===== src/design/hsms_pkg.sv =====
`timescale 1ns / 1ps

package hsms_pkg;

	// Field widths of the channels and registers.
	localparam int OP_W        = 4;
	localparam int CELSIUS_W   = 10;
	localparam int SETPOINT_W  = 12;
	localparam int MODE_W      = 2;
	localparam int GAIN_W      = 16;
	localparam int DELAY_W     = 16;
	localparam int CFG_IDX_W   = 3;
	localparam int CFG_DATA_W  = 16;

	// Gain is Q4.12; the setpoint product carries one extra half-degree bit.
	localparam int GAIN_FRAC_W = 12;
	localparam int FRAC_SHIFT  = GAIN_FRAC_W + 1;
	localparam int STEP_W      = $clog2(CELSIUS_W + 1);

	localparam int unsigned ADC_MAX_DEF         = 4095;
	localparam int unsigned TICKS_PER_COUNT_DEF = 11;

	// Event codes.
	localparam logic [OP_W-1:0] OP_TICK         = 4'd0;
	localparam logic [OP_W-1:0] OP_ON           = 4'd1;
	localparam logic [OP_W-1:0] OP_OFF          = 4'd2;
	localparam logic [OP_W-1:0] OP_MANUAL       = 4'd3;
	localparam logic [OP_W-1:0] OP_PRESET1      = 4'd4;
	localparam logic [OP_W-1:0] OP_PRESET2      = 4'd5;
	localparam logic [OP_W-1:0] OP_BOOST_ON     = 4'd6;
	localparam logic [OP_W-1:0] OP_BOOST_OFF    = 4'd7;
	localparam logic [OP_W-1:0] OP_MOTION       = 4'd8;
	localparam logic [OP_W-1:0] OP_WRITE_MANUAL = 4'd9;

	// Working modes.
	localparam logic [MODE_W-1:0] MODE_MANUAL  = 2'd0;
	localparam logic [MODE_W-1:0] MODE_PRESET1 = 2'd1;
	localparam logic [MODE_W-1:0] MODE_PRESET2 = 2'd2;
	localparam logic [MODE_W-1:0] MODE_SLEEP   = 2'd3;

	// Register indexes.
	localparam logic [CFG_IDX_W-1:0] REG_GAIN        = 3'd0;
	localparam logic [CFG_IDX_W-1:0] REG_PRESET_ONE  = 3'd1;
	localparam logic [CFG_IDX_W-1:0] REG_PRESET_TWO  = 3'd2;
	localparam logic [CFG_IDX_W-1:0] REG_SLEEP_TEMP  = 3'd3;
	localparam logic [CFG_IDX_W-1:0] REG_SLEEP_DELAY = 3'd4;
	localparam logic [CFG_IDX_W-1:0] REG_OFF_DELAY   = 3'd5;

	// Register reset values.
	localparam logic [GAIN_W-1:0]    GAIN_RST        = 16'd32768;
	localparam logic [CELSIUS_W-1:0] PRESET_ONE_RST  = 10'd250;
	localparam logic [CELSIUS_W-1:0] PRESET_TWO_RST  = 10'd350;
	localparam logic [CELSIUS_W-1:0] SLEEP_TEMP_RST  = 10'd150;
	localparam logic [DELAY_W-1:0]   SLEEP_DELAY_RST = 16'd300;
	localparam logic [DELAY_W-1:0]   OFF_DELAY_RST   = 16'd600;
	localparam logic [CELSIUS_W-1:0] MANUAL_RST      = 10'd300;

	// Setpoint request and response between sequencer and arithmetic unit.
	typedef struct packed {
		logic                 start;
		logic                 boost;
		logic [CELSIUS_W-1:0] celsius;
	} sp_req_t;

	typedef struct packed {
		logic                  done;
		logic                  clamped;
		logic [SETPOINT_W-1:0] adc;
		logic [CELSIUS_W-1:0]  celsius;
	} sp_rsp_t;

endpackage


===== src/design/hsms_if.sv =====
`timescale 1ns / 1ps

interface hsms_item_if;
	import hsms_pkg::*;

	logic                 valid;
	logic                 ready;
	logic [OP_W-1:0]      op;
	logic                 motion_level;
	logic [CELSIUS_W-1:0] manual_value;

	modport source (output valid, output op, output motion_level, output manual_value,
		input ready);
	modport sink (input valid, input op, input motion_level, input manual_value,
		output ready);
endinterface

interface hsms_result_if;
	import hsms_pkg::*;

	logic                  valid;
	logic                  ready;
	logic [SETPOINT_W-1:0] setpoint_adc;
	logic [CELSIUS_W-1:0]  setpoint_celsius;
	logic [MODE_W-1:0]     active_mode;
	logic                  heater_enabled;
	logic                  boost_active;
	logic                  controller_restart;

	modport source (output valid, output setpoint_adc, output setpoint_celsius,
		output active_mode, output heater_enabled, output boost_active,
		output controller_restart, input ready);
	modport sink (input valid, input setpoint_adc, input setpoint_celsius,
		input active_mode, input heater_enabled, input boost_active,
		input controller_restart, output ready);
endinterface

interface hsms_cfg_if;
	import hsms_pkg::*;

	logic                  valid;
	logic                  ready;
	logic [CFG_IDX_W-1:0]  index;
	logic [CFG_DATA_W-1:0] data;

	modport source (output valid, output index, output data, input ready);
	modport sink (input valid, input index, input data, output ready);
endinterface


===== src/design/hsms_setpoint.sv =====
`timescale 1ns / 1ps

module hsms_setpoint #(
	parameter int unsigned ADC_MAX = hsms_pkg::ADC_MAX_DEF
) (
	input  logic                        clk,
	input  logic                        arst_n,
	input  logic [hsms_pkg::GAIN_W-1:0] gain,
	input  hsms_pkg::sp_req_t           req,
	output hsms_pkg::sp_rsp_t           rsp
);
	import hsms_pkg::*;

	localparam int ADC_W  = $clog2(ADC_MAX + 1);
	localparam int NUM_W  = ADC_W + GAIN_FRAC_W;
	localparam int DVS_W  = GAIN_W + CELSIUS_W;
	localparam int OPW    = (NUM_W > DVS_W) ? NUM_W : DVS_W;
	localparam int PROD_W = CELSIUS_W + 1 + GAIN_W;

	localparam logic [OPW-1:0]        NUM     = OPW'(ADC_MAX) << GAIN_FRAC_W;
	localparam logic [OPW-1:0]        ADC_LIM = OPW'(ADC_MAX);
	localparam logic [SETPOINT_W-1:0] ADC_OUT = SETPOINT_W'(ADC_MAX);

	typedef enum logic [1:0] {S_IDLE, S_CMP, S_DIV} sp_state_t;

	sp_state_t             state_q;
	logic [PROD_W-1:0]     prod_q;
	logic [OPW-1:0]        rem_q;
	logic [OPW-1:0]        dvs_q;
	logic [STEP_W-1:0]     cnt_q;
	logic [CELSIUS_W-1:0]  quot_q;
	logic [CELSIUS_W-1:0]  cel_q;
	sp_rsp_t               rsp_q;

	logic [OPW-1:0] opa;
	logic [OPW-1:0] opb;
	logic [OPW:0]   diff;
	logic           ge;

	// The one subtract-compare unit: clamp test against ADC_MAX, and each
	// restoring division step of the boost temperature.
	always_comb begin
		case (state_q)
			S_DIV: begin
				opa = rem_q;
				opb = dvs_q;
			end
			default: begin
				opa = OPW'(prod_q[PROD_W-1:FRAC_SHIFT]);
				opb = ADC_LIM;
			end
		endcase
		diff = {1'b0, opa} - {1'b0, opb};
		ge   = ~diff[OPW];
	end

	always_ff @(posedge clk or negedge arst_n) begin
		if (!arst_n) begin
			state_q <= S_IDLE;
			rsp_q   <= '0;
		end else begin
			rsp_q.done <= 1'b0;
			case (state_q)
				S_IDLE: begin
					if (req.start) begin
						cel_q <= req.celsius;
						if (req.boost) begin
							rem_q   <= NUM;
							dvs_q   <= OPW'(gain) << CELSIUS_W;
							cnt_q   <= STEP_W'(CELSIUS_W);
							quot_q  <= '0;
							state_q <= S_DIV;
						end else begin
							prod_q  <= PROD_W'({req.celsius, 1'b1}) * PROD_W'(gain);
							state_q <= S_CMP;
						end
					end
				end
				S_CMP: begin
					rsp_q.done    <= 1'b1;
					rsp_q.clamped <= ge;
					rsp_q.adc     <= ge ? ADC_OUT
						: prod_q[FRAC_SHIFT+SETPOINT_W-1:FRAC_SHIFT];
					rsp_q.celsius <= cel_q;
					state_q       <= S_IDLE;
				end
				S_DIV: begin
					if (ge) begin
						rem_q <= diff[OPW-1:0];
					end
					dvs_q <= dvs_q >> 1;
					cnt_q <= cnt_q - 1'b1;
					// The first step only checks whether the quotient overflows
					// ten bits; a zero gain always does.
					if (cnt_q == STEP_W'(CELSIUS_W)) begin
						if (ge) begin
							rsp_q.done    <= 1'b1;
							rsp_q.clamped <= 1'b0;
							rsp_q.adc     <= ADC_OUT;
							rsp_q.celsius <= '1;
							state_q       <= S_IDLE;
						end
					end else begin
						quot_q <= {quot_q[CELSIUS_W-2:0], ge};
						if (cnt_q == '0) begin
							rsp_q.done    <= 1'b1;
							rsp_q.clamped <= 1'b0;
							rsp_q.adc     <= ADC_OUT;
							rsp_q.celsius <= {quot_q[CELSIUS_W-2:0], ge};
							state_q       <= S_IDLE;
						end
					end
				end
				default: begin
					state_q <= S_IDLE;
				end
			endcase
		end
	end

	assign rsp = rsp_q;

endmodule


===== src/design/heater_sleep_and_mode_supervisor.sv =====
`timescale 1ns / 1ps

// Channel      Direction  Handshake     Payload
// cfg          in         valid/ready   index, data (register write)
// item_in      in         valid/ready   op, motion_level, manual_value
// result_out   out        valid/ready   setpoint_adc, setpoint_celsius, active_mode,
//                                       heater_enabled, boost_active, controller_restart
//
// One event at a time: S_IDLE takes it, S_EXEC decodes it, S_APPLY waits for a
// recomputed setpoint, and S_FINISH loads the output register. With boost on, the shared
// subtract-compare unit runs an overflow check and, if none, ten restoring division steps.
// Reset clears mode, timer and handshake state and loads register defaults;
// register writes are accepted in every cycle. A finished result waits in the output
// register while the next event is taken; a second one waits in the sequencer.
module heater_sleep_and_mode_supervisor #(
	parameter int unsigned ADC_MAX         = hsms_pkg::ADC_MAX_DEF,
	parameter int unsigned TICKS_PER_COUNT = hsms_pkg::TICKS_PER_COUNT_DEF
) (
	input  logic          clk,
	input  logic          arst_n,
	hsms_cfg_if.sink      cfg,
	hsms_item_if.sink     item_in,
	hsms_result_if.source result_out
);
	import hsms_pkg::*;

	localparam int DIV_W = (TICKS_PER_COUNT > 1) ? $clog2(TICKS_PER_COUNT) : 1;
	localparam logic [DIV_W-1:0] DIV_LAST = DIV_W'(TICKS_PER_COUNT - 1);

	typedef enum logic [1:0] {S_IDLE, S_EXEC, S_APPLY, S_FINISH} seq_state_t;

	seq_state_t state_q;

	logic [GAIN_W-1:0]    gain_q;
	logic [CELSIUS_W-1:0] preset_one_q;
	logic [CELSIUS_W-1:0] preset_two_q;
	logic [CELSIUS_W-1:0] sleep_temp_q;
	logic [DELAY_W-1:0]   sleep_delay_q;
	logic [DELAY_W-1:0]   off_delay_q;

	logic [OP_W-1:0]      op_q;
	logic                 level_q;
	logic [CELSIUS_W-1:0] value_q;

	logic [MODE_W-1:0]     mode_q;
	logic [MODE_W-1:0]     mode_before_sleep_q;
	logic [DELAY_W-1:0]    idle_q;
	logic [DIV_W-1:0]      div_q;
	logic [CELSIUS_W-1:0]  manual_q;
	logic [CELSIUS_W-1:0]  last_good_q;
	logic                  iron_q;
	logic                  boost_q;
	logic                  motion_q;
	logic [SETPOINT_W-1:0] target_adc_q;
	logic [CELSIUS_W-1:0]  target_cel_q;
	logic                  restart_q;
	logic                  post_wake_q;
	sp_req_t               req_q;
	sp_rsp_t               rsp;

	logic                  out_valid_q;
	logic [SETPOINT_W-1:0] out_adc_q;
	logic [CELSIUS_W-1:0]  out_cel_q;
	logic [MODE_W-1:0]     out_mode_q;
	logic                  out_heater_q;
	logic                  out_boost_q;
	logic                  out_restart_q;

	logic [MODE_W-1:0]  wake_mode;
	logic               manual_diff;
	logic [DELAY_W-1:0] idle_inc;
	logic [DELAY_W:0]   off_sum;
	logic               hit_sleep;
	logic               hit_off;
	logic               tick_roll;
	logic               off_now;

	function automatic logic [CELSIUS_W-1:0] temp_for(
		input logic [MODE_W-1:0]    m,
		input logic [CELSIUS_W-1:0] man,
		input logic [CELSIUS_W-1:0] p1,
		input logic [CELSIUS_W-1:0] p2,
		input logic [CELSIUS_W-1:0] slp
	);
		logic [CELSIUS_W-1:0] t;
		case (m)
			MODE_MANUAL:  t = man;
			MODE_PRESET1: t = p1;
			MODE_PRESET2: t = p2;
			default:      t = slp;
		endcase
		return t;
	endfunction

	assign wake_mode   = (mode_q == MODE_SLEEP) ? mode_before_sleep_q : mode_q;
	assign manual_diff = (last_good_q != manual_q);
	assign idle_inc    = idle_q + 1'b1;
	// The turn-off point is a 17-bit sum, so a sum past 16 bits never matches.
	assign off_sum     = {1'b0, sleep_delay_q} + {1'b0, off_delay_q};
	assign hit_sleep   = (idle_q == sleep_delay_q);
	assign hit_off     = ({1'b0, idle_inc} == off_sum);
	assign tick_roll   = (div_q == DIV_LAST);
	assign off_now     = (op_q == OP_OFF)
		|| ((op_q == OP_TICK) && tick_roll && iron_q && !hit_sleep && hit_off);

	hsms_setpoint #(
		.ADC_MAX(ADC_MAX)
	) u_setpoint (
		.clk    (clk),
		.arst_n (arst_n),
		.gain   (gain_q),
		.req    (req_q),
		.rsp    (rsp)
	);

	assign cfg.ready = 1'b1;

	always_ff @(posedge clk or negedge arst_n) begin
		if (!arst_n) begin
			gain_q        <= GAIN_RST;
			preset_one_q  <= PRESET_ONE_RST;
			preset_two_q  <= PRESET_TWO_RST;
			sleep_temp_q  <= SLEEP_TEMP_RST;
			sleep_delay_q <= SLEEP_DELAY_RST;
			off_delay_q   <= OFF_DELAY_RST;
		end else if (cfg.valid && cfg.ready) begin
			case (cfg.index)
				REG_GAIN:        gain_q        <= cfg.data;
				REG_PRESET_ONE:  preset_one_q  <= cfg.data[CELSIUS_W-1:0];
				REG_PRESET_TWO:  preset_two_q  <= cfg.data[CELSIUS_W-1:0];
				REG_SLEEP_TEMP:  sleep_temp_q  <= cfg.data[CELSIUS_W-1:0];
				REG_SLEEP_DELAY: sleep_delay_q <= cfg.data;
				REG_OFF_DELAY:   off_delay_q   <= cfg.data;
				default: begin
				end
			endcase
		end
	end

	always_ff @(posedge clk or negedge arst_n) begin
		if (!arst_n) begin
			state_q             <= S_IDLE;
			mode_q              <= MODE_MANUAL;
			mode_before_sleep_q <= MODE_MANUAL;
			idle_q              <= '0;
			div_q               <= '0;
			manual_q            <= MANUAL_RST;
			last_good_q         <= '0;
			iron_q              <= 1'b0;
			boost_q             <= 1'b0;
			motion_q            <= 1'b0;
			target_adc_q        <= '0;
			target_cel_q        <= '0;
			restart_q           <= 1'b0;
			post_wake_q         <= 1'b0;
			req_q               <= '0;
			out_valid_q         <= 1'b0;
		end else begin
			req_q.start <= 1'b0;
			if (out_valid_q && result_out.ready) begin
				out_valid_q <= 1'b0;
			end
			case (state_q)
				S_IDLE: begin
					if (item_in.valid) begin
						op_q    <= item_in.op;
						level_q <= item_in.motion_level;
						value_q <= item_in.manual_value;
						state_q <= S_EXEC;
					end
				end
				S_EXEC: begin
					restart_q   <= 1'b0;
					post_wake_q <= 1'b0;
					state_q     <= S_FINISH;
					req_q.boost <= boost_q;
					case (op_q)
						OP_TICK: begin
							if (tick_roll) begin
								div_q <= '0;
								if (iron_q) begin
									idle_q <= idle_inc;
									if (hit_sleep) begin
										mode_before_sleep_q <= mode_q;
										mode_q              <= MODE_SLEEP;
										req_q.start         <= 1'b1;
										req_q.celsius       <= sleep_temp_q;
										state_q             <= S_APPLY;
									end
								end
							end else begin
								div_q <= div_q + 1'b1;
							end
						end
						OP_ON: begin
							idle_q        <= '0;
							mode_q        <= wake_mode;
							iron_q        <= 1'b1;
							req_q.start   <= 1'b1;
							req_q.celsius <= temp_for(wake_mode, manual_q, preset_one_q,
								preset_two_q, sleep_temp_q);
							state_q       <= S_APPLY;
						end
						OP_MANUAL: begin
							if (manual_diff) begin
								idle_q        <= '0;
								mode_q        <= MODE_MANUAL;
								req_q.start   <= 1'b1;
								req_q.celsius <= manual_q;
								state_q       <= S_APPLY;
							end
						end
						OP_PRESET1: begin
							idle_q        <= '0;
							mode_q        <= MODE_PRESET1;
							req_q.start   <= 1'b1;
							req_q.celsius <= preset_one_q;
							state_q       <= S_APPLY;
						end
						OP_PRESET2: begin
							idle_q        <= '0;
							mode_q        <= MODE_PRESET2;
							req_q.start   <= 1'b1;
							req_q.celsius <= preset_two_q;
							state_q       <= S_APPLY;
						end
						OP_BOOST_ON, OP_BOOST_OFF: begin
							// The setpoint follows the mode held before the wake,
							// so a sleeping iron keeps the sleep setpoint.
							boost_q       <= (op_q == OP_BOOST_ON);
							idle_q        <= '0;
							post_wake_q   <= 1'b1;
							req_q.start   <= 1'b1;
							req_q.boost   <= (op_q == OP_BOOST_ON);
							req_q.celsius <= temp_for(mode_q, manual_q, preset_one_q,
								preset_two_q, sleep_temp_q);
							state_q       <= S_APPLY;
						end
						OP_MOTION: begin
							if (level_q != motion_q) begin
								idle_q        <= '0;
								mode_q        <= wake_mode;
								req_q.start   <= 1'b1;
								req_q.celsius <= temp_for(wake_mode, manual_q, preset_one_q,
									preset_two_q, sleep_temp_q);
								state_q       <= S_APPLY;
							end
							motion_q <= level_q;
						end
						OP_WRITE_MANUAL: begin
							manual_q <= value_q;
						end
						default: begin
						end
					endcase
					// Turn-off, by command or by the idle timeout.
					if (off_now) begin
						iron_q    <= 1'b0;
						restart_q <= 1'b1;
						idle_q    <= '0;
						if (manual_diff) begin
							mode_q        <= MODE_MANUAL;
							req_q.start   <= 1'b1;
							req_q.celsius <= manual_q;
							state_q       <= S_APPLY;
						end else begin
							mode_q <= wake_mode;
						end
					end
				end
				S_APPLY: begin
					if (rsp.done) begin
						target_adc_q <= rsp.adc;
						target_cel_q <= rsp.celsius;
						if (!boost_q) begin
							if (rsp.clamped) begin
								if (mode_q == MODE_MANUAL) begin
									manual_q <= last_good_q;
								end
							end else begin
								last_good_q <= manual_q;
							end
						end
						if (post_wake_q && (mode_q == MODE_SLEEP)) begin
							mode_q <= mode_before_sleep_q;
						end
						state_q <= S_FINISH;
					end
				end
				S_FINISH: begin
					if (!out_valid_q || result_out.ready) begin
						out_valid_q   <= 1'b1;
						out_adc_q     <= target_adc_q;
						out_cel_q     <= target_cel_q;
						out_mode_q    <= mode_q;
						out_heater_q  <= iron_q;
						out_boost_q   <= boost_q;
						out_restart_q <= restart_q;
						state_q       <= S_IDLE;
					end
				end
				default: begin
					state_q <= S_IDLE;
				end
			endcase
		end
	end

	assign item_in.ready                 = (state_q == S_IDLE);
	assign result_out.valid              = out_valid_q;
	assign result_out.setpoint_adc       = out_adc_q;
	assign result_out.setpoint_celsius   = out_cel_q;
	assign result_out.active_mode        = out_mode_q;
	assign result_out.heater_enabled     = out_heater_q;
	assign result_out.boost_active       = out_boost_q;
	assign result_out.controller_restart = out_restart_q;

endmodule


===== src/flat_wrapper.sv =====
// flat-port wrapper written by rule: the top's interface ports become plain ports
module heater_sleep_and_mode_supervisor_flat import hsms_pkg::*;
#(
	parameter int unsigned ADC_MAX         = hsms_pkg::ADC_MAX_DEF,
	parameter int unsigned TICKS_PER_COUNT = hsms_pkg::TICKS_PER_COUNT_DEF
)
  (clk, arst_n, cfg_valid, cfg_index, cfg_data, cfg_ready, item_in_valid, item_in_op, item_in_motion_level, item_in_manual_value, item_in_ready, result_out_valid, result_out_setpoint_adc, result_out_setpoint_celsius, result_out_active_mode, result_out_heater_enabled, result_out_boost_active, result_out_controller_restart, result_out_ready);
  hsms_cfg_if cfg_i ();
  hsms_item_if item_in_i ();
  hsms_result_if result_out_i ();
  input  logic clk;
  input  logic arst_n;
  input wire logic [$bits(cfg_i.valid)-1:0] cfg_valid;
  input wire logic [$bits(cfg_i.index)-1:0] cfg_index;
  input wire logic [$bits(cfg_i.data)-1:0] cfg_data;
  output wire logic [$bits(cfg_i.ready)-1:0] cfg_ready;
  input wire logic [$bits(item_in_i.valid)-1:0] item_in_valid;
  input wire logic [$bits(item_in_i.op)-1:0] item_in_op;
  input wire logic [$bits(item_in_i.motion_level)-1:0] item_in_motion_level;
  input wire logic [$bits(item_in_i.manual_value)-1:0] item_in_manual_value;
  output wire logic [$bits(item_in_i.ready)-1:0] item_in_ready;
  output wire logic [$bits(result_out_i.valid)-1:0] result_out_valid;
  output wire logic [$bits(result_out_i.setpoint_adc)-1:0] result_out_setpoint_adc;
  output wire logic [$bits(result_out_i.setpoint_celsius)-1:0] result_out_setpoint_celsius;
  output wire logic [$bits(result_out_i.active_mode)-1:0] result_out_active_mode;
  output wire logic [$bits(result_out_i.heater_enabled)-1:0] result_out_heater_enabled;
  output wire logic [$bits(result_out_i.boost_active)-1:0] result_out_boost_active;
  output wire logic [$bits(result_out_i.controller_restart)-1:0] result_out_controller_restart;
  input wire logic [$bits(result_out_i.ready)-1:0] result_out_ready;
  assign cfg_i.valid = cfg_valid;
  assign cfg_i.index = cfg_index;
  assign cfg_i.data = cfg_data;
  assign cfg_ready = cfg_i.ready;
  assign item_in_i.valid = item_in_valid;
  assign item_in_i.op = item_in_op;
  assign item_in_i.motion_level = item_in_motion_level;
  assign item_in_i.manual_value = item_in_manual_value;
  assign item_in_ready = item_in_i.ready;
  assign result_out_valid = result_out_i.valid;
  assign result_out_setpoint_adc = result_out_i.setpoint_adc;
  assign result_out_setpoint_celsius = result_out_i.setpoint_celsius;
  assign result_out_active_mode = result_out_i.active_mode;
  assign result_out_heater_enabled = result_out_i.heater_enabled;
  assign result_out_boost_active = result_out_i.boost_active;
  assign result_out_controller_restart = result_out_i.controller_restart;
  assign result_out_i.ready = result_out_ready;
  heater_sleep_and_mode_supervisor #(.ADC_MAX(ADC_MAX), .TICKS_PER_COUNT(TICKS_PER_COUNT)) u_core (.clk(clk), .arst_n(arst_n), .cfg(cfg_i), .item_in(item_in_i), .result_out(result_out_i));
endmodule

===== config.mk =====
export PLATFORM = sky130hd
export DESIGN_NAME = heater_sleep_and_mode_supervisor_flat
export DESIGN_NICKNAME = d
export VERILOG_FILES = /design/src/design/hsms_pkg.sv /design/src/design/hsms_if.sv /design/src/design/hsms_setpoint.sv /design/src/design/heater_sleep_and_mode_supervisor.sv /design/src/flat_wrapper.sv
export SDC_FILE = /design/constraint.sdc
export NUM_CORES = 1
export LEC_CHECK = 0
export ABC_AREA = 1
export ABC_CLOCK_PERIOD_IN_PS = 7000
export BUFFER_PORTS_ARGS = -buffer_cell sky130_fd_sc_hd__buf_2
export CAP_MARGIN = 20
export CORE_MARGIN = 2
export CORE_UTILIZATION = 30
export CTS_CLUSTER_SIZE = 24
export DETAILED_ROUTE_END_ITERATION = 10
export GPL_TIMING_DRIVEN = 0
export RECOVER_POWER = 25
export SYNTH_ARGS = -nofsm -noshare
export SYNTH_HDL_FRONTEND = slang
export SYNTH_SLANG_ARGS = --single-unit
export TNS_END_PERCENT = 50

===== constraint.sdc =====
create_clock -name clk -period 7 [get_ports clk]
set_input_delay 0.35 -clock clk [delete_from_list [all_inputs] [get_ports clk]]
set_output_delay 0.35 -clock clk [all_outputs]
set_load 0.01 [all_outputs]

==> Word level (Yosys, flattened, before mapping) <==
Index checks and enable logic that the tools add are counted.
{ "op_classes": {"magnitude_cmp": 0, "mux": 91, "reduce_logical": 49, "div_mod_pow": 0, "shifts": 0, "eq_ne": 54, "mul": 1, "bitwise": 3, "add_sub_neg": 5} }
{ "ops": {"columns": ["op", "count"], "rows": [
  ["26-bit two-way mux", 7],
  ["10-bit two-way mux", 12],
  ["26-bit one-hot mux with 2 select lines", 2],
  ["16-bit two-way mux", 5],
  ["24-bit two-way mux", 3],
  ["10-bit one-hot mux with 7 select lines", 1],
  ["16-bit one-hot mux with 4 select lines", 1],
  ["10-bit one-hot mux with 3 select lines", 2],
  ["24-bit one-hot mux with 2 select lines", 1],
  ["2-bit two-way mux", 22],
  ["11-bit by 16-bit multiplier with 27-bit output", 1],
  ["9-bit two-way mux", 3],
  ["26-bit by 26-bit subtractor with 27-bit output", 1],
  ["12-bit two-way mux", 2],
  ["4-bit by 2-bit inequality test with 1-bit output (second input constant)", 5],
  ["10-bit one-hot mux with 2 select lines", 1],
  ["2-bit AND reduction", 10],
  ["1-bit two-way mux", 18],
  ["9-bit one-hot mux with 2 select lines", 1],
  ["3-bit AND reduction", 6],
  ["16-bit by 16-bit adder with 17-bit output", 1],
  ["16-bit by 17-bit equality test with 1-bit output", 1],
  ["16-bit by 1-bit adder with 16-bit output (second input constant)", 1],
  ["16-bit equality test", 1],
  ["other kinds (39)", 95]
]} }
{ "totals": {"inputBits": 39, "latchBits": 0, "ff_bits": 333, "romBits": 0, "n_memories": 0, "ramBits": 0} }

==> Longest topological paths before layout <==
Gate-level depths: netlist of run 1.
{ "depth": {"word_depth": 9, "depth_mapped": 26, "ltp_nobuf": 23} }

==> Hierarchy <==
Synthesis of run 1 repeated with hierarchy kept, for this count alone.
{ "unflattened": {"cells_unflattened": 3211, "area_unflattened_um2": 24169.4} }
{ "modules_own_cells": {"columns": ["mod", "instances", "seq_area_each_um2", "cells_each", "area_each_um2"], "rows": [
  ["hsms_setpoint", 1, 3323.2, 1629, 12440.7],
  ["heater_sleep_and_mode_supervisor", 1, 5376.4, 1582, 11728.7]
]} }

==> Least setup slack after synthesis of run 1 <==
Ideal clock, no wire load.
{ "synth_timing": {"path_kind": "flip-flop to flip-flop", "start": "register u_core.req_q[9] in the netlist's numbering", "end": "register u_core.u_setpoint.prod_q[25], data pin", "path_buffers": 2, "path_stages_with_launch": 20, "period_less_slack_ps": 5250, "setup_time_ps": 265, "setup_slack_ps": 1750, "required_time_ps": 6735, "arrival_time_ps": 4985, "cell_sequence": "dfrtp_1 -> clkbuf_1 -> buf_1 -> nand2_1 -> fa_1 -> fa_1 -> inv_1 -> fa_1 -> fa_1 -> inv_1 -> fa_1 -> inv_1 -> ha_1 -> a21oi_1 -> o21ai_0 -> a21oi_1 -> o21bai_1 -> a31oi_1 -> o21ai_0 -> xor2_1"} }
{ "synth_via": {"elab_chain_len": 1} }
{ "synth_lines": {"columns": ["element", "line_no", "source"], "rows": [
  ["from (decl)", "heater_sleep_and_mode_supervisor.sv:58", "sp_req_t req_q;"],
  ["11-bit by 16-bit multiplier with 27-bit output", "hsms_setpoint.sv:74", "prod_q <= PROD_W'({req.celsius, 1'b1}) * PROD_W'(gain);"],
  ["to (signal assigned)", "hsms_setpoint.sv:74", null],
  ["to (decl)", "hsms_setpoint.sv:27", "logic [PROD_W-1:0] prod_q;"]
]} }
No other way between the ends.
A chain may end at the register's enable or synchronous reset.

==> Final worst setup path of run 1 <==
{ "layout_timing": {"start": "register u_core.req_q[5] in the netlist's numbering", "end": "register u_core.u_setpoint.prod_q[24], data pin"} }
Same word-level chain as after synthesis.

==> flow_summary.html, run 1 <==
<table>
<tr><th>Metric</th><th>Value</th></tr>
<tr><th colspan="2">Power</th></tr>
<tr><td>Total power after layout</td><td>roughly 0.011 W</td></tr>
<tr><td>Internal power</td><td>0.00586 W</td></tr>
<tr><td>Total power per unit cell area</td><td>roughly 440 nW/um^2</td></tr>
<tr><td>Leakage</td><td>roughly 13 nW</td></tr>
<tr><td>Fraction of power consumed by sequential logic</td><td>26.5%</td></tr>
<tr><td>Clock Power Share</td><td>16.4%</td></tr>
<tr><td>Sw frac</td><td>around 49%</td></tr>
<tr><td>Peak ir drop on the vdd network</td><td>0.000381 V</td></tr>
<tr><td>Reported net switching power</td><td>about 0.0055 W</td></tr>
<tr><td>Share of power burned in combinational logic</td><td>57.1%</td></tr>
<tr><th colspan="2">Worst setup path</th></tr>
<tr><td>Count of cells along the worst register-to-register path</td><td>20</td></tr>
<tr><td>Critical path type</td><td>flop to flop</td></tr>
<tr><td>Critical path capture point type</td><td>flop</td></tr>
<tr><td>Startpoint type of the worst setup path</td><td>flop</td></tr>
<tr><td>Data arrival time of the worst path</td><td>a little under 7 ns</td></tr>
<tr><td>Critical path data required time</td><td>roughly 7.3 ns</td></tr>
<tr><td>Maximum net fanout on the critical path</td><td>10</td></tr>
<tr><th colspan="2">Global route</th></tr>
<tr><td>Grt met3 use</td><td>2.66%</td></tr>
<tr><td>GR Util All Layers</td><td>around 16%</td></tr>
<tr><td>Global routing's busiest layer</td><td>met2</td></tr>
<tr><td>First-pass GRT wire length</td><td>just over 100 mm</td></tr>
<tr><td>Met2 layer usage reported by global route</td><td>between 20 and 30%</td></tr>
<tr><td>Largest net degree at the start of global routing</td><td>118</td></tr>
<tr><td>Total gr overflow</td><td>0</td></tr>
<tr><td>Number of antenna violations at the first check in global routing</td><td>3</td></tr>
<tr><td>Met1 Track Usage GR</td><td>a little under a quarter</td></tr>
<tr><td>Via count of the first global-routing pass</td><td>between 15000 and 20000</td></tr>
<tr><th colspan="2">Clock network</th></tr>
<tr><td>CTS H-Tree Depth</td><td>2</td></tr>
<tr><td>Number of buffers added by the clock tree synthesis step</td><td>37</td></tr>
<tr><td>Clock Path Buffers</td><td>3</td></tr>
<tr><td>Insertion delay of the later-clocked pin in the worst-skew pair</td><td>0.56 ns</td></tr>
<tr><td>Post-CTS resize count</td><td>0</td></tr>
<tr><td>CTS tree</td><td>done</td></tr>
<tr><td>CTS sink cnt</td><td>320</td></tr>
<tr><td>Total setup buffers inserted after CTS</td><td>0</td></tr>
<tr><td>Clock tree root driver cell</td><td>clkbuf_16</td></tr>
<tr><td>Clock transition time at the flip-flop clock pins of the worst setup and hold paths</td><td>approximately 0.060 ns</td></tr>
<tr><th colspan="2">Timing</th></tr>
<tr><td>Total of endpoints with negative setup slack in the final report</td><td>0</td></tr>
<tr><td>Unrepaired setup endpoints after global routing</td><td>no</td></tr>
<tr><td>Worst slew margin relative to its limit</td><td>a little under a third</td></tr>
<tr><td>Hold Violations, Final</td><td>0</td></tr>
<tr><td>Smallest hold slack</td><td>between 0.1 and 0.15 ns</td></tr>
<tr><td>Achievable clock frequency</td><td>between 150 and 200 MHz</td></tr>
<tr><td>Slew @ Worst Pin</td><td>1.02 ns</td></tr>
<tr><td>Final critical-path required period</td><td>approximately 6.6 ns</td></tr>
<tr><td>Part of the cycle the worst path needs</td><td>approximately 95%</td></tr>
<tr><td>Max-slew violation total from the final report</td><td>0</td></tr>
<tr><td>Fin Clk Skew</td><td>about 0.023 ns</td></tr>
<tr><td>Post-route worst setup slack</td><td>0.383 ns</td></tr>
<tr><th colspan="2">Place</th></tr>
<tr><td>Post-place instance area</td><td>24700 um^2</td></tr>
<tr><td>Setup slack at placement</td><td>around 0.38 ns</td></tr>
<tr><td>Input/output buffers</td><td>67</td></tr>
<tr><td>DP HPWL</td><td>slightly below 50 mm</td></tr>
<tr><td>Placed Cells incl. Taps</td><td>3965</td></tr>
<tr><td>Routability Congestion</td><td>~0.92</td></tr>
<tr><th colspan="2">Synthesis</th></tr>
<tr><td>Syn Inst Count</td><td>between 2000 and 3000</td></tr>
<tr><td>Number of storage elements in the synthesis netlist</td><td>320</td></tr>
<tr><td>Cell area after technology mapping</td><td>23000 um^2</td></tr>
<tr><td>Synthesized netlist net count</td><td>around 3200</td></tr>
<tr><td>Unique cell type count in the Yosys netlist</td><td>50</td></tr>
<tr><td>Mean instance size in the synthesized netlist</td><td>roughly 7.9 um^2</td></tr>
<tr><td>Synthesis Warnings</td><td>0</td></tr>
<tr><td>Sequential area share after synthesis</td><td>between 30 and 40%</td></tr>
<tr><th colspan="2">Drt</th></tr>
<tr><td>Antenna Violating Nets Remaining</td><td>0</td></tr>
<tr><td>Total via count in the routed design</td><td>between 15000 and 20000</td></tr>
<tr><td>Initial detailed-routing violation count</td><td>1226</td></tr>
<tr><td>Average wire per standard cell</td><td>about 16 um</td></tr>
<tr><td>Number of DRC violations after detailed routing</td><td>0</td></tr>
<tr><td>Via-to-Cell Ratio</td><td>about 4.7</td></tr>
<tr><td>Number of iterations in the first detailed-routing pass</td><td>5</td></tr>
<tr><td>Routed WL</td><td>~63 mm</td></tr>
<tr><th colspan="2">Run status</th></tr>
<tr><td>Outcome</td><td>finished, final reports clean</td></tr>
<tr><th colspan="2">Flow run</th></tr>
<tr><td>Count of maximum capacitance violations</td><td>0</td></tr>
<tr><th colspan="2">Layout</th></tr>
<tr><td>Final std cells w/o fill</td><td>4049</td></tr>
<tr><td>Fraction of layout instances using a drive strength above 1</td><td>7.00%</td></tr>
<tr><td>Most common library cell in the layout ignoring fill and taps</td><td>nand2_1</td></tr>
<tr><td>Area growth syn-to-layout</td><td>13.2%</td></tr>
<tr><td>Count of filler cells inserted in the layout</td><td>roughly 8000</td></tr>
<tr><td>Commonest cells after routing, fill and taps aside</td><td>nand2_1 (910), inv_1 (493), o21ai_0 (229)</td></tr>
<tr><td>Cell area after layout</td><td>approximately 26000 um^2</td></tr>
<tr><td>Layout net count</td><td>around 3300</td></tr>
<tr><th colspan="2">Die</th></tr>
<tr><td>Chip width</td><td>between 200 and 300 um</td></tr>
<tr><td>Placeable Area</td><td>75800 um^2</td></tr>
<tr><td>Die area</td><td>between 70000 and 80000 um^2</td></tr>
<tr><td>Die height</td><td>~280 um</td></tr>
<tr><td>I/O pin count</td><td>69</td></tr>
<tr><td>Effective utilization at floorplan</td><td>a little under a third</td></tr>
<tr><td>Std cell rows</td><td>101</td></tr>
<tr><th colspan="2">Worst hold path</th></tr>
<tr><td>Hold Crit Class</td><td>input pin to flop</td></tr>
<tr><td>Depth of the worst hold-timing path</td><td>3</td></tr>
</table>
-- repair_timing --
item                                    CTS  global route
endpoints found under the hold margin    75             0
hold buffers                             17             0
endpoints found under the setup margin    0             2
-- cells in the mapped netlist, drive strengths merged --
| library cell | n | area, um^2 |
|---|---|---|
| a211oi | 2 | 15.0 |
| a21boi | 2 | 15.0 |
| a21o | 8 | 60.1 |
| a21oi | 114 | 571 |
| a221oi | 2 | 17.5 |
| a22oi | 10 | 75.1 |
| a31oi | 8 | 50.1 |
| and2 | 1 | 6.26 |
| buf | 18 | 104 |
| clkbuf | 89 | 334 |
| clkinv | 5 | 18.8 |
| conb | 1 | 3.75 |
| dfrtp | 160 | 4000 |
| dfstp | 29 | 762 |
| edfxtp | 131 | 3930 |
| fa | 126 | 2520 |
| ha | 115 | 1440 |
| inv | 497 | 1870 |
| mux2i | 1 | 10.0 |
| nand2 | 918 | 3500 |
| nand3 | 121 | 656 |
| nand3b | 8 | 60.1 |
| nand4 | 22 | 144 |
| nor2 | 149 | 592 |
| nor3 | 30 | 155 |
| nor4 | 6 | 37.5 |
| o2111ai | 5 | 43.8 |
| o211ai | 21 | 158 |
| o21a | 8 | 60.1 |
| o21ai | 232 | 1160 |
| o21bai | 12 | 90.1 |
| o221ai | 6 | 52.6 |
| o22ai | 5 | 31.3 |
| o31ai | 2 | 15.0 |
| or2 | 12 | 75.1 |
| xnor2 | 12 | 105 |
| xor2 | 24 | 210 |
-- stage by stage --
stage          setup TNS [ns]  util (%)
3_5_place_dp                0      32.5
3_3_place_gp          -171.77      32.3
5_1_grt                     0      34.3
2_1_floorplan               0         -
6_report                    0      34.3
4_1_cts                     0      34.3
-- layer usage --
| layer | part of all wire, % | up-vias |
|---|---|---|
| met5 | 0 | - |
| met4 | 2.9 | 0 |
| met3 | 6.2 | 100 |
| met2 | 44 | 495 |
| met1 | 47 | 8957 |
| li1 | - | 9472 |
-- power groups by stage --
| stage | sequential (W) | clock, W | combinational (W) |
|---|---|---|---|
| 6_report | 0.00302 | 0.00187 | 0.00651 |
| 3_3_place_gp | 0.00302 | 0 | 0.00635 |
| 2_1_floorplan | 0.00290 | 0 | 0.00463 |
| 3_5_place_dp | 0.00302 | 0 | 0.00648 |
| 5_1_grt | 0.00308 | 0.00200 | 0.00751 |
| 4_1_cts | 0.00299 | 0.00192 | 0.00653 |
-- sequential cells by signal (all words and copies together), names as in the netlist, 9 cells and up, named ones only --
| signal | cells |
|---|---|
| u_core.u_setpoint.prod_q | 14 |
| u_core.result_out.setpoint_celsius | 10 |
| u_core.u_setpoint.rem_q | 26 |
| u_core.preset_one_q | 10 |
| u_core.u_setpoint.quot_q | 9 |
| u_core.u_setpoint.rsp | 24 |
| u_core.req_q | 11 |
| u_core.idle_q | 16 |
| u_core.sleep_temp_q | 10 |
| u_core.sleep_delay_q | 16 |
| u_core.target_adc_q | 12 |
| u_core.gain_q | 16 |
| u_core.off_delay_q | 16 |
| u_core.result_out.setpoint_adc | 12 |
| u_core.last_good_q | 10 |
| u_core.u_setpoint.cel_q | 10 |
| u_core.value_q | 10 |
| u_core.u_setpoint.dvs_q | 26 |
| u_core.target_cel_q | 10 |
| u_core.manual_q | 10 |
| u_core.preset_two_q | 10 |
-- worst max-delay path, cell delays in order, from the launching register on --
cell      delay (ns)
dfrtp_1         0.34
clkbuf_1        0.56
clkbuf_1        0.62
nand2_1         0.16
fa_1            0.54
inv_1           0.07
fa_1            0.57
fa_1            0.45
fa_1            0.57
inv_1           0.06
fa_1            0.53
inv_1           0.04
ha_1            0.37
nand2_1         0.13
nor4_1          0.43
o21ai_0         0.20
nand3_1         0.20
nand3_1         0.10
nand2_1         0.12
a31oi_1         0.11
xor2_1          0.17
-- final cells by class --
class / instances / area [um^2] / share of cell area, %
Inverter: 502 / 1880 / 7.25
Clock inverter: 23 / 198 / 0.761
Antenna cell: 1 / 2.50 / 0.00963
Timing Repair Buffer: 92 / 641 / 2.47
Sequential cell: 320 / 8700 / 33.5
Buffer: 105 / 430 / 1.66
Multi-Input combinational cell: 1983 / 12000 / 46.0
Tap cell: 978 / 1220 / 4.71
Clock buffer: 45 / 956 / 3.68
-- final timing paths --
check,start,end,slack [ns]
worst max-delay path,u_core.req_q[5],u_core.u_setpoint.prod_q[24],0.38
min in group asynchronous,arst_n,u_core.idle_q[13],0.34
worst max register to register,u_core.req_q[5],u_core.u_setpoint.prod_q[24],0.38
worst min register to register,u_core.req_q[0],u_core.u_setpoint.cel_q[0],0.44
max in group asynchronous,arst_n,u_core.target_adc_q[4],5.65
worst min-delay path,cfg_data[15],u_core.gain_q[15],0.14
-- cell families (layout without fill, tap and decap cells) --
kind of cell	after synthesis	after routing	synth area share, %
AO/OA/AOI/OAI	437	437	10.5
flip-flops	320	320	37.9
buffers and inverters	609	767	10.1
other	1	2	0.0163
multiplexers	1	1	0.0436
AND/OR/NAND/NOR	1267	1267	22.8
XOR/XNOR	36	36	1.37
adder cells (fa/ha/maj)	241	241	17.3
(Power assumes the default switching activity.)
==> run 2, diff against run 1 <==
CORE_UTILIZATION = 64   (was 30)
PLACE_DENSITY = 0.82   (was unset)
==> flow_summary.html, run 2 (same netlist as run 1, synthesis figures left out) <==
<table>
<tr><th>Metric</th><th>Value</th></tr>
<tr><th colspan="2">Clock network</th></tr>
<tr><td>CTS H-Tree Depth</td><td>2 (unchanged)</td></tr>
<tr><td>Clock Path Buffers</td><td>3 (unchanged)</td></tr>
<tr><td>Post-CTS resize count</td><td>0 (unchanged)</td></tr>
<tr><td>CTS tree</td><td>done</td></tr>
<tr><td>Insertion delay of the later-clocked pin in the worst-skew pair</td><td>0.55 ns (about the same)</td></tr>
<tr><td>Clock tree root driver cell</td><td>clkbuf_16</td></tr>
<tr><td>Number of buffers added by the clock tree synthesis step</td><td>36 (-2.7%)</td></tr>
<tr><td>Clock transition time at the flip-flop clock pins of the worst setup and hold paths</td><td>0.06 ns (about the same)</td></tr>
<tr><td>CTS sink cnt</td><td>320 (unchanged)</td></tr>
<tr><th colspan="2">Die</th></tr>
<tr><td>Die height</td><td>193 um (-31%)</td></tr>
<tr><td>Die area</td><td>37400 um^2 (-53%)</td></tr>
<tr><td>Chip width</td><td>193 um (-31%)</td></tr>
<tr><td>I/O pin count</td><td>69 (unchanged)</td></tr>
<tr><td>Std cell rows</td><td>69 (-32%)</td></tr>
<tr><td>Placeable Area</td><td>35500 um^2 (-53%)</td></tr>
<tr><td>Effective utilization at floorplan</td><td>64.7% (+34 points)</td></tr>
<tr><th colspan="2">Worst setup path</th></tr>
<tr><td>FF-to-FF Start</td><td>u_core.req_q[4]</td></tr>
<tr><td>RR Endpoint</td><td>u_core.u_setpoint.prod_q[24]</td></tr>
<tr><td>Critical path capture point type</td><td>flop</td></tr>
<tr><td>Startpoint type of the worst setup path</td><td>flop</td></tr>
<tr><td>Data arrival time of the worst path</td><td>6.75 ns (-0.16 ns)</td></tr>
<tr><td>Count of cells along the worst register-to-register path</td><td>20 (unchanged)</td></tr>
<tr><td>Maximum net fanout on the critical path</td><td>10 (unchanged)</td></tr>
<tr><td>Slack of the worst reg-to-reg path</td><td>0.53 ns (+0.15 ns)</td></tr>
<tr><td>Critical path type</td><td>flop to flop</td></tr>
<tr><td>Critical path data required time</td><td>7.28 ns (about the same)</td></tr>
<tr><th colspan="2">Timing</th></tr>
<tr><td>Unrepaired setup endpoints after global routing</td><td>no</td></tr>
<tr><td>Fin Clk Skew</td><td>0.0180 ns (-0.00539 ns)</td></tr>
<tr><td>TNS Setup</td><td>0 ns (unchanged)</td></tr>
<tr><td>Post-route worst setup slack</td><td>0.528 ns (+0.145 ns)</td></tr>
<tr><td>Worst slew margin relative to its limit</td><td>31.6% (+0.12 points)</td></tr>
<tr><td>Hold Violations, Final</td><td>0 (unchanged)</td></tr>
<tr><td>Slew @ Worst Pin</td><td>1.03 ns (+0.00608 ns)</td></tr>
<tr><td>Achievable clock frequency</td><td>155 MHz (+2.2%)</td></tr>
<tr><td>Total of endpoints with negative setup slack in the final report</td><td>0 (unchanged)</td></tr>
<tr><td>Max-slew violation total from the final report</td><td>0 (unchanged)</td></tr>
<tr><td>Part of the cycle the worst path needs</td><td>92.5% (-2.1 points)</td></tr>
<tr><td>Final critical-path required period</td><td>6.47 ns (-0.145 ns)</td></tr>
<tr><th colspan="2">Place</th></tr>
<tr><td>DP HPWL</td><td>46.2 mm (-6.0%)</td></tr>
<tr><td>Input/output buffers</td><td>67 (unchanged)</td></tr>
<tr><td>Setup slack at placement</td><td>0.764 ns (+0.385 ns)</td></tr>
<tr><td>Post-place instance area</td><td>24000 um^2 (-2.8%)</td></tr>
<tr><td>Routability Congestion</td><td>0.973 (+5.6%)</td></tr>
<tr><th colspan="2">Flow run</th></tr>
<tr><td>Count of maximum capacitance violations</td><td>0 (unchanged)</td></tr>
<tr><th colspan="2">Power</th></tr>
<tr><td>Peak ir drop on the vdd network</td><td>0.000419 V (+10%)</td></tr>
<tr><td>Leakage</td><td>13.1 nW (about the same)</td></tr>
<tr><td>Total power per unit cell area</td><td>452 nW/um^2 (+3.0%)</td></tr>
<tr><th colspan="2">Layout</th></tr>
<tr><td>Fraction of layout instances using a drive strength above 1</td><td>6.88% (-0.13 points)</td></tr>
<tr><td>Area growth syn-to-layout</td><td>10.3%</td></tr>
<tr><td>Most common library cell in the layout ignoring fill and taps</td><td>nand2_1</td></tr>
<tr><td>Count of filler cells inserted in the layout</td><td>2731 (-66%)</td></tr>
<tr><td>Commonest cells after routing, fill and taps aside</td><td>nand2_1 (910), inv_1 (493), o21ai_0 (229)</td></tr>
<tr><td>Final standard cell utilization of the core</td><td>71.3% (+37 points)</td></tr>
<tr><td>Sequential cell area</td><td>8700 um^2 (unchanged)</td></tr>
<tr><td>Combined area of the multi-input logic cells</td><td>12000 um^2 (about the same)</td></tr>
<tr><td>Cell area after layout</td><td>25300 um^2 (-2.6%)</td></tr>
<tr><td>Layout net count</td><td>3321 (unchanged)</td></tr>
<tr><td>Count of inserted antenna diode cells</td><td>0 (-1)</td></tr>
<tr><th colspan="2">Worst hold path</th></tr>
<tr><td>Hold Crit Class</td><td>input pin to flop</td></tr>
<tr><td>Worst hold path endpoint</td><td>u_core.result_out.valid</td></tr>
<tr><td>Startpoint of the lowest-slack hold path</td><td>result_out_ready</td></tr>
<tr><td>Depth of the worst hold-timing path</td><td>2 (-1)</td></tr>
<tr><th colspan="2">Drt</th></tr>
<tr><td>Antenna Violating Nets Remaining</td><td>0 (unchanged)</td></tr>
<tr><td>Average wire per standard cell</td><td>17.3 um (+11%)</td></tr>
<tr><td>Routed WL</td><td>60.9 mm (-3.2%)</td></tr>
<tr><td>Initial detailed-routing violation count</td><td>1818 (+48%)</td></tr>
<tr><td>Total via count in the routed design</td><td>20300 (+6.4%)</td></tr>
<tr><td>Number of iterations in the first detailed-routing pass</td><td>6 (+1)</td></tr>
<tr><td>Number of DRC violations after detailed routing</td><td>0 (unchanged)</td></tr>
<tr><td>Via-to-Cell Ratio</td><td>5.74 (+22%)</td></tr>
<tr><th colspan="2">Global route</th></tr>
<tr><td>Total gr overflow</td><td>0 (unchanged)</td></tr>
<tr><td>Number of antenna violations at the first check in global routing</td><td>1 (-2)</td></tr>
<tr><td>GR Util All Layers</td><td>32.9% (+17 points)</td></tr>
<tr><td>Via count of the first global-routing pass</td><td>20100 (+8.3%)</td></tr>
<tr><td>First-pass GRT wire length</td><td>99.6 mm (-2.2%)</td></tr>
<tr><td>Largest net degree at the start of global routing</td><td>101 (-14%)</td></tr>
<tr><th colspan="2">Run status</th></tr>
<tr><td>Outcome</td><td>finished, final reports clean</td></tr>
</table>
-- run 2: power breakdown --
group | total, W | internal [W] | switching [W]
combinational | 0.00656 | 0.00217 | 0.00439
clock | 0.00187 | 0.00109 | 0.000780
sequential | 0.00300 | 0.00264 | 0.000367
total | 0.0114 | 0.00590 | 0.00554
-- run 2: layout make-up --
type | count | share of cell area (%)
repair buffers | 91 | 2.39
plain buffers | 107 | 1.73
inverters | 502 | 7.44
clock buffers | 49 | 3.83
flip-flops and latches | 320 | 34.4
clock inverters | 17 | 0.751
multi-input cells | 1983 | 47.2
well taps | 461 | 2.28
-- run 2: stage by stage --
step | hold slack, ns | power (W) | cells
finish | 0.0335 | 0.0114 | 3530
floorplan | 0.0544 | 0.00753 | 2912
detailed placement | 0.399 | 0.00938 | 3447
global route | 0.0298 | 0.0125 | 3530
global placement | 0.430 | 0.00909 | 3440
CTS | 0.0136 | 0.0113 | 3529
-- run 2: critical path, stage by stage (launching register included) --
cell and delay (ns):
dfrtp_1 0.34, clkbuf_1 0.54, buf_1 0.54, nand2_1 0.17, fa_1 0.57, inv_1 0.06
fa_1 0.57, fa_1 0.45, fa_1 0.49, inv_1 0.05, fa_1 0.53, inv_1 0.04
ha_1 0.40, nand2_1 0.12, nor4_1 0.41, o21ai_0 0.23, nand3_1 0.19, nand3_1 0.09
nand2_1 0.13, a31oi_1 0.11, xor2_1 0.17
-- run 2: what timing repair did --
action / in CTS / in global routing
hold buffers: 16 / 0
setup buffers: 0 / 0
hold endpoints to repair: 100 / 0
-- run 2: worst max path at each step --
stage               startpoint                           end  slack, ns  cells past startpoint
6_report       u_core.req_q[4]  u_core.u_setpoint.prod_q[24]       0.53                     20
5_1_grt        u_core.req_q[9]  u_core.u_setpoint.prod_q[21]       0.23                     19
4_1_cts        u_core.req_q[4]  u_core.u_setpoint.prod_q[24]       0.72                     20
3_5_place_dp   u_core.req_q[4]  u_core.u_setpoint.prod_q[24]       0.76                     20
3_3_place_gp            arst_n   u_core.u_setpoint.rem_q[25]      -2.28                      5
2_1_floorplan  u_core.req_q[9]  u_core.u_setpoint.prod_q[25]       1.75                     19
-- run 2: per-layer routing --
| metal | part of all wire (%) | global-route usage, % | vias to the layer above |
|---|---|---|---|
| li1 | - | - | 9459 |
| met2 | 48 | 55.0 | 1002 |
| met5 | 0.015 | 0 | - |
| met4 | 3.4 | 11.6 | 2 |
| met1 | 40 | 43.5 | 9606 |
| met3 | 8.8 | 5.61 | 182 |
